===== src/hdl/kptmm_pkg.sv =====
package kptmm_pkg;

   // Number of table slots, one cell each.
   localparam int DEPTH = 64;

   // What travels down the cell chain with one record.
   typedef struct packed {
      logic        vld;        // record present in this stage
      logic [31:0] key;        // timestamp of the record
      logic [31:0] val;        // price of the record
      logic        placed;     // record has found its slot (hit or insert)
      logic        any;        // at least one held entry folded in so far
      logic [31:0] top_stamp;  // largest timestamp seen so far
      logic [31:0] top_price;  // price at top_stamp
      logic [31:0] hi;         // greatest price seen so far
      logic [31:0] lo;         // least price seen so far
   } kptmm_tok_type;

endpackage


===== src/hdl/kptmm_cell.sv =====
module kptmm_cell
   import kptmm_pkg::*;
(
   input  logic          clock,
   input  logic          reset,
   input  logic          en,
   input  kptmm_tok_type up_tok,
   output kptmm_tok_type dn_tok,
   output logic          slot_vld
);

   logic          vld_ff, vld_in;
   logic [31:0]   stamp_ff, stamp_in;
   logic [31:0]   price_ff, price_in;
   kptmm_tok_type tok_ff, tok_in;
   logic          match;
   logic          insert;

   always_comb begin
      match    = vld_ff && (stamp_ff == up_tok.key) && !up_tok.placed;
      insert   = !vld_ff && !up_tok.placed;
      vld_in   = vld_ff;
      stamp_in = stamp_ff;
      price_in = price_ff;
      tok_in   = up_tok;
      if (up_tok.vld) begin
         if (match) begin
            price_in      = up_tok.val;
            tok_in.placed = 1'b1;
         end else if (insert) begin
            // first free slot: every held slot lies upstream and was checked
            vld_in        = 1'b1;
            stamp_in      = up_tok.key;
            price_in      = up_tok.val;
            tok_in.placed = 1'b1;
         end
      end
      // fold this slot, as updated, into the running results
      if (vld_in) begin
         if (!up_tok.any) begin
            tok_in.any       = 1'b1;
            tok_in.top_stamp = stamp_in;
            tok_in.top_price = price_in;
            tok_in.hi        = price_in;
            tok_in.lo        = price_in;
         end else begin
            if (stamp_in > up_tok.top_stamp) begin
               tok_in.top_stamp = stamp_in;
               tok_in.top_price = price_in;
            end
            if (price_in > up_tok.hi) begin
               tok_in.hi = price_in;
            end
            if (price_in < up_tok.lo) begin
               tok_in.lo = price_in;
            end
         end
      end
   end

   always_ff @(posedge clock) begin
      if (reset) begin
         vld_ff     <= 1'b0;
         tok_ff.vld <= 1'b0;
      end else if (en) begin
         vld_ff <= vld_in;
         tok_ff <= tok_in;
      end
   end

   always_ff @(posedge clock) begin
      if (en) begin
         stamp_ff <= stamp_in;
         price_ff <= price_in;
      end
   end

   assign dn_tok   = tok_ff;
   assign slot_vld = vld_ff;

endmodule


===== config.mk =====
export PLATFORM = sky130hd
export DESIGN_NAME = kptmm_cell
export DESIGN_NICKNAME = d
export VERILOG_FILES = /design/src/hdl/kptmm_pkg.sv /design/src/hdl/kptmm_cell.sv
export SDC_FILE = /design/constraint.sdc
export NUM_CORES = 1
export LEC_CHECK = 0
export BUFFER_PORTS_ARGS = -buffer_cell sky130_fd_sc_hd__buf_4
export CAP_MARGIN = 20
export CORE_MARGIN = 2
export CORE_UTILIZATION = 45
export CTS_CLUSTER_SIZE = 10
export DETAILED_ROUTE_END_ITERATION = 6
export PLACE_DENSITY = 0.71
export SYNTH_ARGS = -nofsm -noshare
export SYNTH_HDL_FRONTEND = slang
export SYNTH_SLANG_ARGS = --single-unit
export TNS_END_PERCENT = 1

===== constraint.sdc =====
create_clock -name clock -period 35.9 [get_ports clock]
set_input_delay 7.18 -clock clock [delete_from_list [all_inputs] [get_ports clock]]
set_output_delay 7.18 -clock clock [all_outputs]
set_load 0.02 [all_outputs]

# Yosys cells after proc, flatten, opt, wreduce, memory -nomap -nowiden

Cells that the tools add are included.

Order comparisons: 3
Equality and inequality tests: 1
Mux-type cells: 17
Bitwise operators: 1
Reductions and logical operators: 6

Operator list:

| cell                           | count |
|---|---|
| 128-bit two-way mux            | 2 |
| 32-bit two-way mux             | 8 |
| 32-bit greater-than comparator | 2 |
| 64-bit two-way mux             | 1 |
| 32-bit equality test           | 1 |
| 32-bit less-than comparator    | 1 |
| 1-bit two-way mux              | 6 |
| 1-bit logical AND              | 3 |
| 1-bit logical NOT              | 2 |
| 2-bit AND reduction            | 1 |
| 1-bit inverter                 | 1 |

Register bits after elaboration: 260
Input port bits: 198
Output and inout port bits: 196
Word-level logic and storage cells: 40

# Depth between registers and ports, before layout

Gate-level depths: netlist of run 1.

Depth in word-level cells: 9
Mapped depth: 18
Mapped depth without buffers: 17

# Worst setup path before layout of run 1

OpenSTA, ideal clock, no wires.

Path kind: in2reg
Start point: in reset
End point: reg tok_ff (netlist bit dn_tok[0]) (enable)
Library setup time: 0.778 ns
Arrival: 15.768 ns
Required time: 35.122 ns
Setup slack: 19.354 ns
Cell stages on the path: 1
Buffers on the path: 0
Cells stage by stage: nor2b_1

Word-level cells in the longest chain between the ends: 2

Ends and longest elaborated chain:

| element                       | RTL line         | source |
|---|---|---|
| start: declaration            | kptmm_cell.sv:5  | `input logic reset,` |
| 1-bit inverter (no line)      | --               |  |
| 2-bit AND reduction (no line) | --               |  |
| end signal: assignment        | kptmm_cell.sv:67 | `tok_ff <= tok_in;` |
| end: declaration              | kptmm_cell.sv:15 | `kptmm_tok_type tok_ff, tok_in;` |

No other way between the ends.
A chain may end at the register's enable or synchronous reset.

==> impl_summary.log, run 1 <==
[metrics] Worst setup endpoint: dn_tok[50]
[metrics] routed vias: 8,767
[metrics] Clock power frac: 0.336
[metrics] portion of the post-synthesis area used by sequential elements: 0.600
[metrics] total of max-cap violations: 0
[metrics] Final Hold Viols: 0
[metrics] share of layout cells above drive strength 1: 0.488
[metrics] Filler Cell Count: 2,343
[metrics] largest cells by area after synthesis: sky130_fd_sc_hd__edfxtp_1 60%, sky130_fd_sc_hd__mux2_2 16%, sky130_fd_sc_hd__ha_1 9.2%
[metrics] power share of the sequential group: 0.465
[metrics] start point of the critical path: up_tok[172]
[metrics] pin count of the biggest net entering global routing: 74
[metrics] sequential standard cell area: 7790 um^2
[metrics] final setup skew: 0.00910 ns
[metrics] total of buffers placed on input and output ports: 393
[metrics] synthesized area per cell: 14.8 um^2
[metrics] clock edge transition at the registers on the reported setup and hold paths: 0.06 ns
[metrics] post-route setup TNS: 0 ns
[metrics] library cell with the largest summed area after synthesis: sky130_fd_sc_hd__edfxtp_1
[metrics] highest clock frequency the design can meet: 80.9 MHz
[metrics] Final nets: 1,583
[metrics] detailed router's first-iteration violation count: 409
[metrics] internal power: ~0.6 mW
[metrics] classification of the worst-slack hold path: flip-flop to flip-flop
[metrics] first-pass iteration count of the detailed router: 4
[metrics] count of final setup violators: 0
[metrics] die outline height: 174 um
[metrics] post-synth design cell area: 13,000 um^2
[metrics] depth of the worst register-to-register path: 16
[metrics] number of routed nets with antenna violations: 0
[metrics] first-pass GRT wire length: 53,600 um
[metrics] clock tree root driver cell: sky130_fd_sc_hd__clkbuf_16
[metrics] placed instance count: 1,641
[metrics] number of levels in the clock H-tree: 1
[metrics] clock tree from TritonCTS: yes
[metrics] cell row count: 62
[metrics] via density per instance: 5.21
[metrics] final worst hold slack: 0.500 ns
[metrics] drt wl/cell: ~21 um
[metrics] Crit Reg-Reg Startpoint: stamp_ff[10]
[metrics] register bit count reported by yosys: 260
[metrics] type of element launching the critical path: primary input
[metrics] data required time of the critical path: 36.19 ns
[metrics] post-synth top area share: 0.597
[metrics] Slew Limit Fails: 0
[metrics] # clock sinks: 260
[metrics] DRC violation count after routing: 0
[metrics] Global Route Usage Sum: 0.231
[metrics] area of the core: 28,500 um^2
[metrics] Worst Tran Pin Value: 1.03 ns
[metrics] switching pwr: roughly 0.20 mW
[metrics] CTS resizes: 0
[metrics] relative slew slack: 0.310
[metrics] CTS Hold Buffers Added: 0
[metrics] clock insertion delay at the later pin of the skew report: 0.54 ns
[metrics] areal power density over the cells: 45.9 nW/um^2
[metrics] Worst VDD drop: 34.1 uV
[metrics] Critical Path End Type: flip-flop
[metrics] final cell count without fillers: 1,684
[metrics] global route total overflow: 0
[metrics] initial core utilization: 0.455
[metrics] top-level port count: 394
[metrics] syn nets: 1,168
[metrics] Gate power share: 0.199
[metrics] post-CTS setup buffer count: 0
[metrics] fin crit period: 12.36 ns
[metrics] crit share post-route: 0.344
[metrics] data arrival time of the worst path: roughly 13 ns
[metrics] number of buffers on the longest clock path: 3
[metrics] DPL Wire Length: between 20,000 and 30,000 um
[metrics] via count of the first global-routing pass: roughly 9,300
[metrics] multi-input combinational cell area: 4760 um^2
[metrics] Cell variety after synth: 47
[metrics] number of enable-type register cells in the synthesized netlist: 258
[metrics] number of warnings printed during yosys synthesis: 0
[metrics] GP Congestion: 0.841
[metrics] share of async-settable or async-resettable flops after synthesis: 0
[metrics] endpoint of the worst register-to-register path: dn_tok[50]
[metrics] type of the worst setup path: primary input to flip-flop
[metrics] Synth-to-Final Area Change: 32.7%
[metrics] Sw Share: 0.256
[metrics] initial antenna violation count: 2
[metrics] total detailed-routing wirelength: 35,700 um
[metrics] top flip-flop cell by instance count after synthesis: sky130_fd_sc_hd__edfxtp_1
[metrics] die area: 30,200 um^2
[metrics] status: finished, final reports clean
[metrics] synthesized instance count: 875
[metrics] overall die width: roughly 170 um
[metrics] crit path max fanout: 32
[metrics] setup repair after global routing missed its margin: false
[metrics] setup slack on the worst flop-to-flop path: 29.90 ns
[metrics] Leakage: 7.22 nW
[metrics] number of buffers created by CTS: 31
==> worst min path at each step <==
stage | from | end | slack (ns) | depth (start not counted)
6_report | dn_tok[194] | dn_tok[194] | 0.50 | 2
5_1_grt | dn_tok[194] | dn_tok[194] | 0.53 | 2
4_1_cts | dn_tok[194] | dn_tok[194] | 0.51 | 2
3_5_place_dp | dn_tok[194] | dn_tok[194] | 0.49 | 2
3_3_place_gp | dn_tok[194] | dn_tok[194] | 0.50 | 2
2_1_floorplan | dn_tok[194] | dn_tok[194] | 0.58 | 2
==> sequential cells by signal, summed over array words and instances, names as in the netlist <==
register	flops
dn_tok	195
price_ff	32
slot_vld	1
stamp_ff	32
==> synth_stat cells (2+ instances only) <==
cell type and count:
sky130_fd_sc_hd__a211oi_1 5, sky130_fd_sc_hd__a21o_1 17, sky130_fd_sc_hd__a21oi_1 22, sky130_fd_sc_hd__a31oi_1 2, sky130_fd_sc_hd__and4_1 2, sky130_fd_sc_hd__buf_2 12, sky130_fd_sc_hd__buf_6 3, sky130_fd_sc_hd__clkbuf_1 3
sky130_fd_sc_hd__dfxtp_1 2, sky130_fd_sc_hd__edfxtp_1 258, sky130_fd_sc_hd__ha_1 95, sky130_fd_sc_hd__inv_1 98, sky130_fd_sc_hd__mux2_1 2, sky130_fd_sc_hd__mux2_2 190, sky130_fd_sc_hd__mux2i_1 2, sky130_fd_sc_hd__nand2_1 15
sky130_fd_sc_hd__nand3_1 5, sky130_fd_sc_hd__nand3b_1 3, sky130_fd_sc_hd__nand4_1 27, sky130_fd_sc_hd__nor2_1 21, sky130_fd_sc_hd__nor2b_1 7, sky130_fd_sc_hd__nor3_1 3, sky130_fd_sc_hd__nor4_1 7, sky130_fd_sc_hd__o211ai_1 4
sky130_fd_sc_hd__o21a_1 2, sky130_fd_sc_hd__o21ai_0 16, sky130_fd_sc_hd__xnor2_1 32
==> cells by family after synthesis <==
kind of cell,after synthesis,share of synthesized area
XOR/XNOR,32,0.0216
AND/OR/NAND/NOR,97,0.0408
multiplexers,194,0.168
AO/OA/AOI/OAI,81,0.0416
buffers and inverters,116,0.0364
flip-flops,260,0.600
adder cells (fa/ha/maj),95,0.0916
==> cells in the final DEF (no fill, tap or decap), drive strengths merged, types with 15 or more instances in the layout <==
cell type / synthesis / routed
nand2: 15 / 15
o21ai: 17 / 17
buf: 15 / 400
ha: 95 / 95
xnor2: 32 / 32
nor2: 21 / 21
edfxtp: 258 / 258
clkbuf: 3 / 36
nand4: 27 / 27
a21o: 17 / 17
inv: 98 / 98
mux2: 192 / 192
a21oi: 23 / 23
==> metrics by stage <==
| step | setup slack (ns) | power (mW) | area, um^2 | utilization |
|---|---|---|---|---|
| finish | 23.54 | 0.791 | 17200 | 0.603 |
| global route | 23.20 | 0.823 | 17200 | 0.603 |
| CTS | 23.48 | 0.799 | 17200 | 0.603 |
| detailed placement | 22.91 | 0.532 | 16400 | 0.574 |
| global placement | 23.04 | 0.529 | 16400 | 0.574 |
| floorplan | 19.35 | 0.467 | 13000 | - |
==> cell type report <==
cell class / count / share of cell area
Timing Repair Buffer: 400 / 0.174
Inverter: 98 / 0.0214
Antenna cell: 2 / 0.000291
Tap cell: 384 / 0.0279
Multi-Input combinational cell: 499 / 0.276
Clock buffer: 36 / 0.0461
Sequential cell: 260 / 0.452
Clock inverter: 5 / 0.00145
==> per-layer routing <==
| layer | global-route usage | part of all wire |
|---|---|---|
| met1 | 0.267 | 0.39 |
| met2 | 0.415 | 0.50 |
| met4 | 0.0536 | 0.022 |
| met5 | 0 | 0 |
| met3 | 0.0768 | 0.086 |
==> worst max-delay path: stages <==
cell	delay (ns)
sky130_fd_sc_hd__buf_4	0.13
sky130_fd_sc_hd__xnor2_1	0.28
sky130_fd_sc_hd__nand4_1	0.15
sky130_fd_sc_hd__nor4_1	0.49
sky130_fd_sc_hd__nand2_1	0.22
sky130_fd_sc_hd__nand2_1	0.15
sky130_fd_sc_hd__nand2_2	0.54
sky130_fd_sc_hd__mux2_2	0.56
sky130_fd_sc_hd__ha_1	0.30
sky130_fd_sc_hd__nand2_1	0.06
sky130_fd_sc_hd__nor3_1	0.32
sky130_fd_sc_hd__nand3_1	0.22
sky130_fd_sc_hd__nor4_1	0.29
sky130_fd_sc_hd__a211oi_1	0.16
sky130_fd_sc_hd__a211oi_4	0.77
sky130_fd_sc_hd__buf_4	0.43
sky130_fd_sc_hd__mux2_2	0.38
==> power groups by stage <==
stage	Clock (mW)	Sequential [mW]	Combinational (mW)
global route	0.282	0.370	0.171
global placement	0	0.374	0.156
finish	0.266	0.368	0.157
floorplan	0	0.393	0.0739
CTS	0.272	0.368	0.159
detailed placement	0	0.374	0.158
(Power assumes the default switching activity.)
==> run 2, diff against run 1 <==
--- a/config.mk
+++ b/config.mk
@@ -5,6 +5,7 @@
 export SDC_FILE = /design/constraint.sdc
 export NUM_CORES = 1
 export LEC_CHECK = 0
+export ABC_AREA = 1
 export BUFFER_PORTS_ARGS = -buffer_cell sky130_fd_sc_hd__buf_4
 export CAP_MARGIN = 20
 export CORE_MARGIN = 2
==> constraint.sdc (replaced) <==
create_clock -name clock -period 11.5 [get_ports clock]
set_input_delay 2.3 -clock clock [delete_from_list [all_inputs] [get_ports clock]]
set_output_delay 2.3 -clock clock [all_outputs]
set_load 0.02 [all_outputs]
==> run 2 against run 1 <==
Cell area shrank 0.11%. Sequential cell count is the same. Synthesized cell count grew 33%. Critical path type unchanged.
==> impl_summary.log, run 2 <==
[metrics] status: finished, final reports clean
[metrics] die outline height: 174 um (about the same)
[metrics] die area: 30,300 um^2 (+0.16%)
[metrics] crit share post-route: 0.608
[metrics] CTS Hold Buffers Added: 0 (unchanged)
[metrics] clock insertion delay at the later pin of the skew report: 0.56 ns (+0.02 ns)
[metrics] number of routed nets with antenna violations: 0 (unchanged)
[metrics] final setup skew: 0.0160 ns (+0.00693 ns)
[metrics] ordered list of cells on the worst path: buf_4 > xnor2_1 > nand2_1 > nor2_1 > nand2_1 > nor2_1 > nand2_1 > nand2_2 > nand2_2 > mux2_2 > ha_1 > nand4_1 > nor4_1 > inv_1 > nor4_1 > nand2_1 > nand4_1 > nand2_1 > a21oi_4 > buf_4 > o21ai_0
[metrics] DRC violation count after routing: 0 (unchanged)
[metrics] total of buffers placed on input and output ports: 393 (unchanged)
[metrics] data required time of the critical path: 11.77 ns (-24.42 ns)
[metrics] most repeated library cell on the critical path: sky130_fd_sc_hd__nand2_1
[metrics] library cell with the largest summed area after synthesis: sky130_fd_sc_hd__edfxtp_1
[metrics] post-route setup TNS: 0 ns (unchanged)
[metrics] area of the core: 28,500 um^2 (unchanged)
[metrics] global-route met2 utilization: 0.378 (-0.0374)
[metrics] fin crit period: 7.00 ns
[metrics] post-CTS setup buffer count: 0 (unchanged)
[metrics] share of async-settable or async-resettable flops after synthesis: 0 (unchanged)
[metrics] overall power consumption: 2.48 mW (+210%)
[metrics] # clock sinks: 260 (unchanged)
[metrics] synthesized instance count: 1,164 (+33%)
[metrics] DPL Wire Length: 26,300 um (-2.9%)
[metrics] clock edge transition at the registers on the reported setup and hold paths: 0.06 ns (about the same)
[metrics] areal power density over the cells: 144 nW/um^2 (+210%)
[metrics] initial core utilization: 0.455 (+0.000745)
[metrics] final worst hold slack: 0.482 ns (-0.0178 ns)
[metrics] number of levels in the clock H-tree: 1 (unchanged)
[metrics] post-synth top area share: 0.596 (-0.000976)
[metrics] Leakage: 7.64 nW (+5.7%)
[metrics] peak per-stage delay on the critical path: 0.60 ns (-0.17 ns)
[metrics] total detailed-routing wirelength: 35,800 um (+0.28%)
[metrics] worst slack after detailed placement: 3.95 ns (-18.96 ns)
[metrics] detailed router's first-iteration violation count: 676 (+65%)
[metrics] type of the worst setup path: primary input to flip-flop
[metrics] largest cells by area after synthesis: sky130_fd_sc_hd__edfxtp_1 60%, sky130_fd_sc_hd__ha_1 9.1%, sky130_fd_sc_hd__nand2_1 7.7%
[metrics] total of max-cap violations: 0 (unchanged)
[metrics] number of enable-type register cells in the synthesized netlist: 258 (unchanged)
[metrics] top-level port count: 394 (unchanged)
[metrics] leading post-synthesis cells by instance count: 267 x sky130_fd_sc_hd__nand2_1, 258 x sky130_fd_sc_hd__edfxtp_1, 161 x sky130_fd_sc_hd__inv_1, 107 x sky130_fd_sc_hd__o21ai_0, 95 x sky130_fd_sc_hd__ha_1
[metrics] setup slack of the critical path after layout: 4.50 ns (-19.03 ns)
[metrics] Worst VDD drop: 130 uV (+280%)
[metrics] busiest layer in global routing: met2
[metrics] placed instance count: 1,912 (+17%)
[metrics] Synth-to-Final Area Change: 32.3%
[metrics] data arrival time of the worst path: 7.27 ns (-5.38 ns)
[metrics] classification of the worst-slack hold path: flip-flop to flip-flop
[metrics] routed vias: 9,885 (+13%)
[metrics] number of buffers created by CTS: 31 (unchanged)
[metrics] met1 GRT Util: 0.300 (+0.0330)
[metrics] top flip-flop cell by instance count after synthesis: sky130_fd_sc_hd__edfxtp_1
[metrics] instance area at placement: 16,300 um^2 (-0.37%)
[metrics] Slew Limit Fails: 0 (unchanged)
[metrics] Global Route Usage Sum: 0.231 (-0.000748)
[metrics] pin count of the biggest net entering global routing: 106 (+43%)
[metrics] clock tree from TritonCTS: yes
[metrics] final cell count without fillers: 1,962 (+17%)
[metrics] drt wl/cell: 18.3 um (-14%)
[metrics] first-pass iteration count of the detailed router: 5 (+1)
[metrics] CTS resizes: 0 (unchanged)
[metrics] most common library cell in the layout ignoring fill and taps: sky130_fd_sc_hd__buf_4
[metrics] number of warnings printed during yosys synthesis: 0 (unchanged)
[metrics] setup slack on the worst flop-to-flop path: 5.95 ns (-23.95 ns)
[metrics] Final nets: 1,854 (+17%)
[metrics] first-pass GRT wire length: 54,700 um (+2.1%)
[metrics] clock tree root driver cell: sky130_fd_sc_hd__clkbuf_16
[metrics] GP Congestion: 0.841 (about the same)
[metrics] number of buffers and inverters on the critical path: 3 (+1)
[metrics] number of flip-flops in the largest register: 195 (unchanged)
[metrics] cell row count: 62 (unchanged)
[metrics] share of layout cells above drive strength 1: 0.316 (-0.172)
[metrics] dominant cell by count in the synthesized netlist: sky130_fd_sc_hd__nand2_1
[metrics] Critical Path End Type: flip-flop
[metrics] Filler Cell Count: 2,396 (+2.3%)
[metrics] relative slew slack: 0.322 (+0.0113)
[metrics] most frequent cells in the layout: 400 x sky130_fd_sc_hd__buf_4, 267 x sky130_fd_sc_hd__nand2_1, 258 x sky130_fd_sc_hd__edfxtp_1
[metrics] global route total overflow: 0 (unchanged)
[metrics] via count of the first global-routing pass: 9,790 (+4.8%)
[metrics] highest clock frequency the design can meet: 143 MHz
[metrics] synthesized area per cell: 11.2 um^2 (-25%)
[metrics] crit path max fanout: 48 (+50%)
[metrics] Cell variety after synth: 35 (-26%)
[metrics] final instance area: 17,200 um^2 (-0.11%)
[metrics] register bit count reported by yosys: 260 (unchanged)
[metrics] initial antenna violation count: 2 (unchanged)
[metrics] via density per instance: 5.04 (-3.2%)
[metrics] count of final setup violators: 0 (unchanged)
[metrics] Worst Tran Pin Value: 1.02 ns (-0.0170 ns)
[metrics] number of buffers on the longest clock path: 3 (unchanged)
[metrics] Final Hold Viols: 0 (unchanged)
[metrics] dominant delay contributor by cell family on the critical path: simple AND/OR/NAND/NOR gates
[metrics] setup repair after global routing missed its margin: false
[metrics] post-synth design cell area: 13,000 um^2 (+0.16%)
[metrics] cell with the largest stage delay on the worst path: sky130_fd_sc_hd__mux2_2
[metrics] final standard cell utilization of the core: 0.603 (-0.000658)
[metrics] type of element launching the critical path: primary input
[metrics] portion of the post-synthesis area used by sequential elements: 0.599 (-0.000981)
[metrics] met3 GRT Util: 0.0481 (-0.0286)
[metrics] syn nets: 1,457 (+25%)
[metrics] overall die width: 174 um (about the same)
[run 2: cell count changes after synthesis, sizes merged, moves of 6 or more]
cell	delta
nand2	+256
xnor2	-6
o21ai	+90
a21o	-17
a21oi	+19
nand3	+36
nand4	-18
nor2b	-7
mux2	-136
clkbuf	+21
inv	+63
nor2	+6
[run 2: power breakdown]
| part | internal (mW) | leakage (nW) | total (mW) | switching, mW |
|---|---|---|---|---|
| Sequential | 1.13 | 2.47 | 1.15 | 0.0199 |
| Combinational | 0.192 | 4.75 | 0.468 | 0.276 |
| Clock | 0.496 | 0.419 | 0.867 | 0.371 |
[run 2: area by class of cell]
cell class | instances | area, um^2 | area share
multi-input cells | 706 | 4460 | 0.259
well taps | 384 | 480 | 0.0279
flip-flops and latches | 260 | 7790 | 0.453
repair buffers | 400 | 3000 | 0.175
inverters | 162 | 608 | 0.0353
diodes | 1 | 2.50 | 0.000145
clock buffers | 44 | 835 | 0.0485
clock inverters | 5 | 30.0 | 0.00175
[run 2: worst paths after layout]
kind	cells after the start	start	end
setup / recovery	21	up_tok[179]	dn_tok[52]
hold / removal	2	dn_tok[194]	dn_tok[194]
setup reg to reg	22	stamp_ff[16]	dn_tok[52]
hold reg to reg	2	dn_tok[194]	dn_tok[194]
[run 2: worst register-to-register path, cell delays in order, from the launching register on]
cell and delay, ns:
sky130_fd_sc_hd__edfxtp_1 0.41, sky130_fd_sc_hd__inv_1 0.07, sky130_fd_sc_hd__nand2_1 0.05, sky130_fd_sc_hd__nand2_1 0.05, sky130_fd_sc_hd__nand2_1 0.05, sky130_fd_sc_hd__nor2_1 0.16, sky130_fd_sc_hd__nand2_1 0.08, sky130_fd_sc_hd__nor2_1 0.26
sky130_fd_sc_hd__nand2_1 0.11, sky130_fd_sc_hd__nand2_2 0.09, sky130_fd_sc_hd__nand2_2 0.53, sky130_fd_sc_hd__mux2_2 0.61, sky130_fd_sc_hd__ha_1 0.35, sky130_fd_sc_hd__nand4_1 0.13, sky130_fd_sc_hd__nor4_1 0.43, sky130_fd_sc_hd__inv_1 0.09
sky130_fd_sc_hd__nor4_1 0.44, sky130_fd_sc_hd__nand2_1 0.14, sky130_fd_sc_hd__nand4_1 0.11, sky130_fd_sc_hd__nand2_1 0.09, sky130_fd_sc_hd__a21oi_4 0.34, sky130_fd_sc_hd__buf_4 0.48, sky130_fd_sc_hd__o21ai_0 0.19
[run 2: cell families after synthesis]
kind of cell    share of synthesized area
compound gates                     0.0712
xor+xnor                           0.0175
fa+ha+maj                          0.0914
buf+inv                            0.0602
flops                               0.599
mux                                0.0485
simple gates                        0.112
[run 2: metal layers]
| metal | vias to the layer above | wire, um |
|---|---|---|
| met5 | - | 16 |
| met4 | 2 | 1490 |
| met3 | 75 | 2790 |
| met2 | 396 | 16900 |
| met1 | 4608 | 14600 |
| li1 | 4804 | - |
==> run 3, diff against run 2 <==
--- a/config.mk
+++ b/config.mk
@@ -5,7 +5,7 @@
 export SDC_FILE = /design/constraint.sdc
 export NUM_CORES = 1
 export LEC_CHECK = 0
-export ABC_AREA = 1
+export ABC_AREA = 0
 export BUFFER_PORTS_ARGS = -buffer_cell sky130_fd_sc_hd__buf_4
 export CAP_MARGIN = 20
 export CORE_MARGIN = 2
==> constraint.sdc (replaced) <==
create_clock -name clock -period 7.1 [get_ports clock]
set_input_delay 1.42 -clock clock [delete_from_list [all_inputs] [get_ports clock]]
set_output_delay 1.42 -clock clock [all_outputs]
set_load 0.02 [all_outputs]
==> run 3 against run 2 <==
Sequential cell count is the same. Global-route usage grew 0.14 points. Power grew 61%. Clock power grew 55%. Clock skew shrank 0.0034 ns. Highest routed layer is now met4. Critical endpoint is now dn_tok[30]. Worst setup slack lost 3.2 ns. Count of clock-buffer cells in the layout shrank 10.
==> impl_summary.log, run 3 (synthesis results as in run 1) <==
[metrics] cell with the largest stage delay on the worst path: sky130_fd_sc_hd__nor4_1
[metrics] clock tree root driver cell: sky130_fd_sc_hd__clkbuf_16
[metrics] clock edge transition at the registers on the reported setup and hold paths: 0.06 ns (about the same)
[metrics] type of element launching the critical path: primary input
[metrics] data arrival time of the worst path: 6.10 ns (-1.17 ns)
[metrics] total of buffers placed on input and output ports: 393 (unchanged)
[metrics] drt wl/cell: 21.2 um (+16%)
[metrics] global route total overflow: 0 (unchanged)
[metrics] overall die width: 174 um (about the same)
[metrics] first-pass iteration count of the detailed router: 4 (-1)
[metrics] total detailed-routing wirelength: 35,600 um (-0.59%)
[metrics] data required time of the critical path: 7.39 ns (-4.38 ns)
[metrics] number of levels in the clock H-tree: 1 (unchanged)
[metrics] ordered list of cells on the worst path: buf_4 > xnor2_1 > nand4_1 > nor4_1 > nand2_1 > nand2_1 > nand2_2 > buf_4 > mux2_2 > ha_1 > a211oi_1 > o21ai_0 > o211ai_1 > a21oi_1 > and4bb_2 > nor3_4 > buf_12 > mux2_2
[metrics] routed vias: 8,809 (-11%)
[metrics] detailed router's first-iteration violation count: 391 (-42%)
[metrics] fin crit period: 5.81 ns
[metrics] final setup skew: 0.0126 ns (-0.00344 ns)
[metrics] Worst VDD drop: 157 uV (+21%)
[metrics] share of layout cells above drive strength 1: 0.490 (+0.174)
[metrics] Filler Cell Count: 2,332 (-2.7%)
[metrics] pin count of the biggest net entering global routing: 68 (-36%)
[metrics] most common library cell in the layout ignoring fill and taps: sky130_fd_sc_hd__buf_4
[metrics] via count of the first global-routing pass: 9,101 (-7.0%)
[metrics] number of routed nets with antenna violations: 0 (unchanged)
[metrics] number of buffers on the longest clock path: 3 (unchanged)
[metrics] initial core utilization: 0.455 (-0.000745)
[metrics] area of the core: 28,500 um^2 (unchanged)
[metrics] multi-input combinational cell area: 4760 um^2 (+6.8%)
[metrics] via density per instance: 5.24 (+4.0%)
[metrics] DRC violation count after routing: 0 (unchanged)
[metrics] CTS Hold Buffers Added: 0 (unchanged)
[metrics] crit path max fanout: 26 (-46%)
[metrics] peak per-stage delay on the critical path: 0.57 ns (-0.03 ns)
[metrics] die area: 30,200 um^2 (-0.16%)
[metrics] Worst Tran Pin Value: 0.968 ns (-0.0498 ns)
[metrics] die outline height: 174 um (about the same)
[metrics] clock insertion delay at the later pin of the skew report: 0.55 ns (about the same)
[metrics] setup repair after global routing missed its margin: false
[metrics] cell row count: 62 (unchanged)
[metrics] clock tree from TritonCTS: yes
[metrics] sequential standard cell area: 7790 um^2 (unchanged)
[metrics] count of final setup violators: 0 (unchanged)
[metrics] Critical Path End Type: flip-flop
[metrics] CTS resizes: 0 (unchanged)
[metrics] most frequent cells in the layout: 400 x sky130_fd_sc_hd__buf_4, 258 x sky130_fd_sc_hd__edfxtp_1, 190 x sky130_fd_sc_hd__mux2_2
[metrics] first-pass GRT wire length: 53,600 um (-2.0%)
[metrics] # clock sinks: 260 (unchanged)
[metrics] total of max-cap violations: 0 (unchanged)
[metrics] areal power density over the cells: 232 nW/um^2 (+61%)
[metrics] Synth-to-Final Area Change: 32.8%
[metrics] DPL Wire Length: 26,900 um (+2.0%)
[metrics] Leakage: 7.23 nW (-5.4%)
[metrics] Final Hold Viols: 0 (unchanged)
[metrics] Global Route Usage Sum: 0.232 (+0.00142)
[metrics] number of flip-flops in the largest register: 195 (unchanged)
[metrics] relative slew slack: 0.353 (+0.0317)
[metrics] post-CTS setup buffer count: 0 (unchanged)
[metrics] highest clock frequency the design can meet: between 150 and 200 MHz
[metrics] crit share post-route: 0.818
[metrics] Final nets: 1,584 (-15%)
[metrics] Slew Limit Fails: 0 (unchanged)
[metrics] status: finished, final reports clean
[metrics] number of buffers created by CTS: 30 (-3.2%)
[metrics] top-level port count: 394 (unchanged)
[metrics] post-route setup TNS: 0 ns (unchanged)
[metrics] classification of the worst-slack hold path: flip-flop to flip-flop
[metrics] final standard cell utilization of the core: 0.604 (+0.00131)
[metrics] GP Congestion: 0.855 (+1.7%)
[metrics] type of the worst setup path: primary input to flip-flop
[metrics] initial antenna violation count: 2 (unchanged)
-- run 3: layout make-up --
cell class / instances / share of cell area
Sequential cell: 260 / 0.452
Tap cell: 384 / 0.0279
Inverter: 98 / 0.0213
Multi-Input combinational cell: 499 / 0.276
Clock buffer: 34 / 0.0456
Clock inverter: 2 / 0.000653
Timing Repair Buffer: 402 / 0.176
Antenna cell: 2 / 0.000290
-- run 3: worst paths after layout --
check	to	slack, ns	start	cells after the start
setup / recovery	dn_tok[30]	1.29	up_tok[177]	18
hold reg to reg	dn_tok[194]	0.51	dn_tok[194]	2
setup reg to reg	dn_tok[30]	1.87	stamp_ff[15]	17
hold / removal	dn_tok[194]	0.51	dn_tok[194]	2
-- run 3: layer usage --
metal	GRT usage	up-vias	wire length, um
li1	-	4132	-
met1	0.281	4294	13900
met2	0.397	327	17600
met3	0.0686	56	2980
met4	0.0763	0	1090
met5	0	-	0
-- run 3: per-stage QoR --
stage	instances	hold slack, ns	setup WS, ns	instance area (um^2)	power (mW)
2_1_floorplan	875	0.579	0.190	13000	2.36
3_3_place_gp	1643	0.491	0.817	16400	2.68
3_5_place_dp	1643	0.505	0.700	16400	2.69
4_1_cts	1679	0.518	1.26	17200	4.04
5_1_grt	1680	0.574	0.867	17200	4.16
6_report	1681	0.511	1.29	17200	3.99
-- run 3: power breakdown --
group	switching (mW)	leakage (nW)	internal, mW
combinational	0.416	4.38	0.380
clock	0.572	0.387	0.765
sequential	0.0357	2.46	1.83
total	1.02	7.23	2.97
-- run 3: worst max-delay path, delay by kind of cell --
kind | cells | cell delay, ns
simple gates | 7 | 2.03
buf+inv | 3 | 0.74
mux | 2 | 0.74
compound gates | 4 | 0.63
fa+ha+maj | 1 | 0.32
xor+xnor | 1 | 0.17
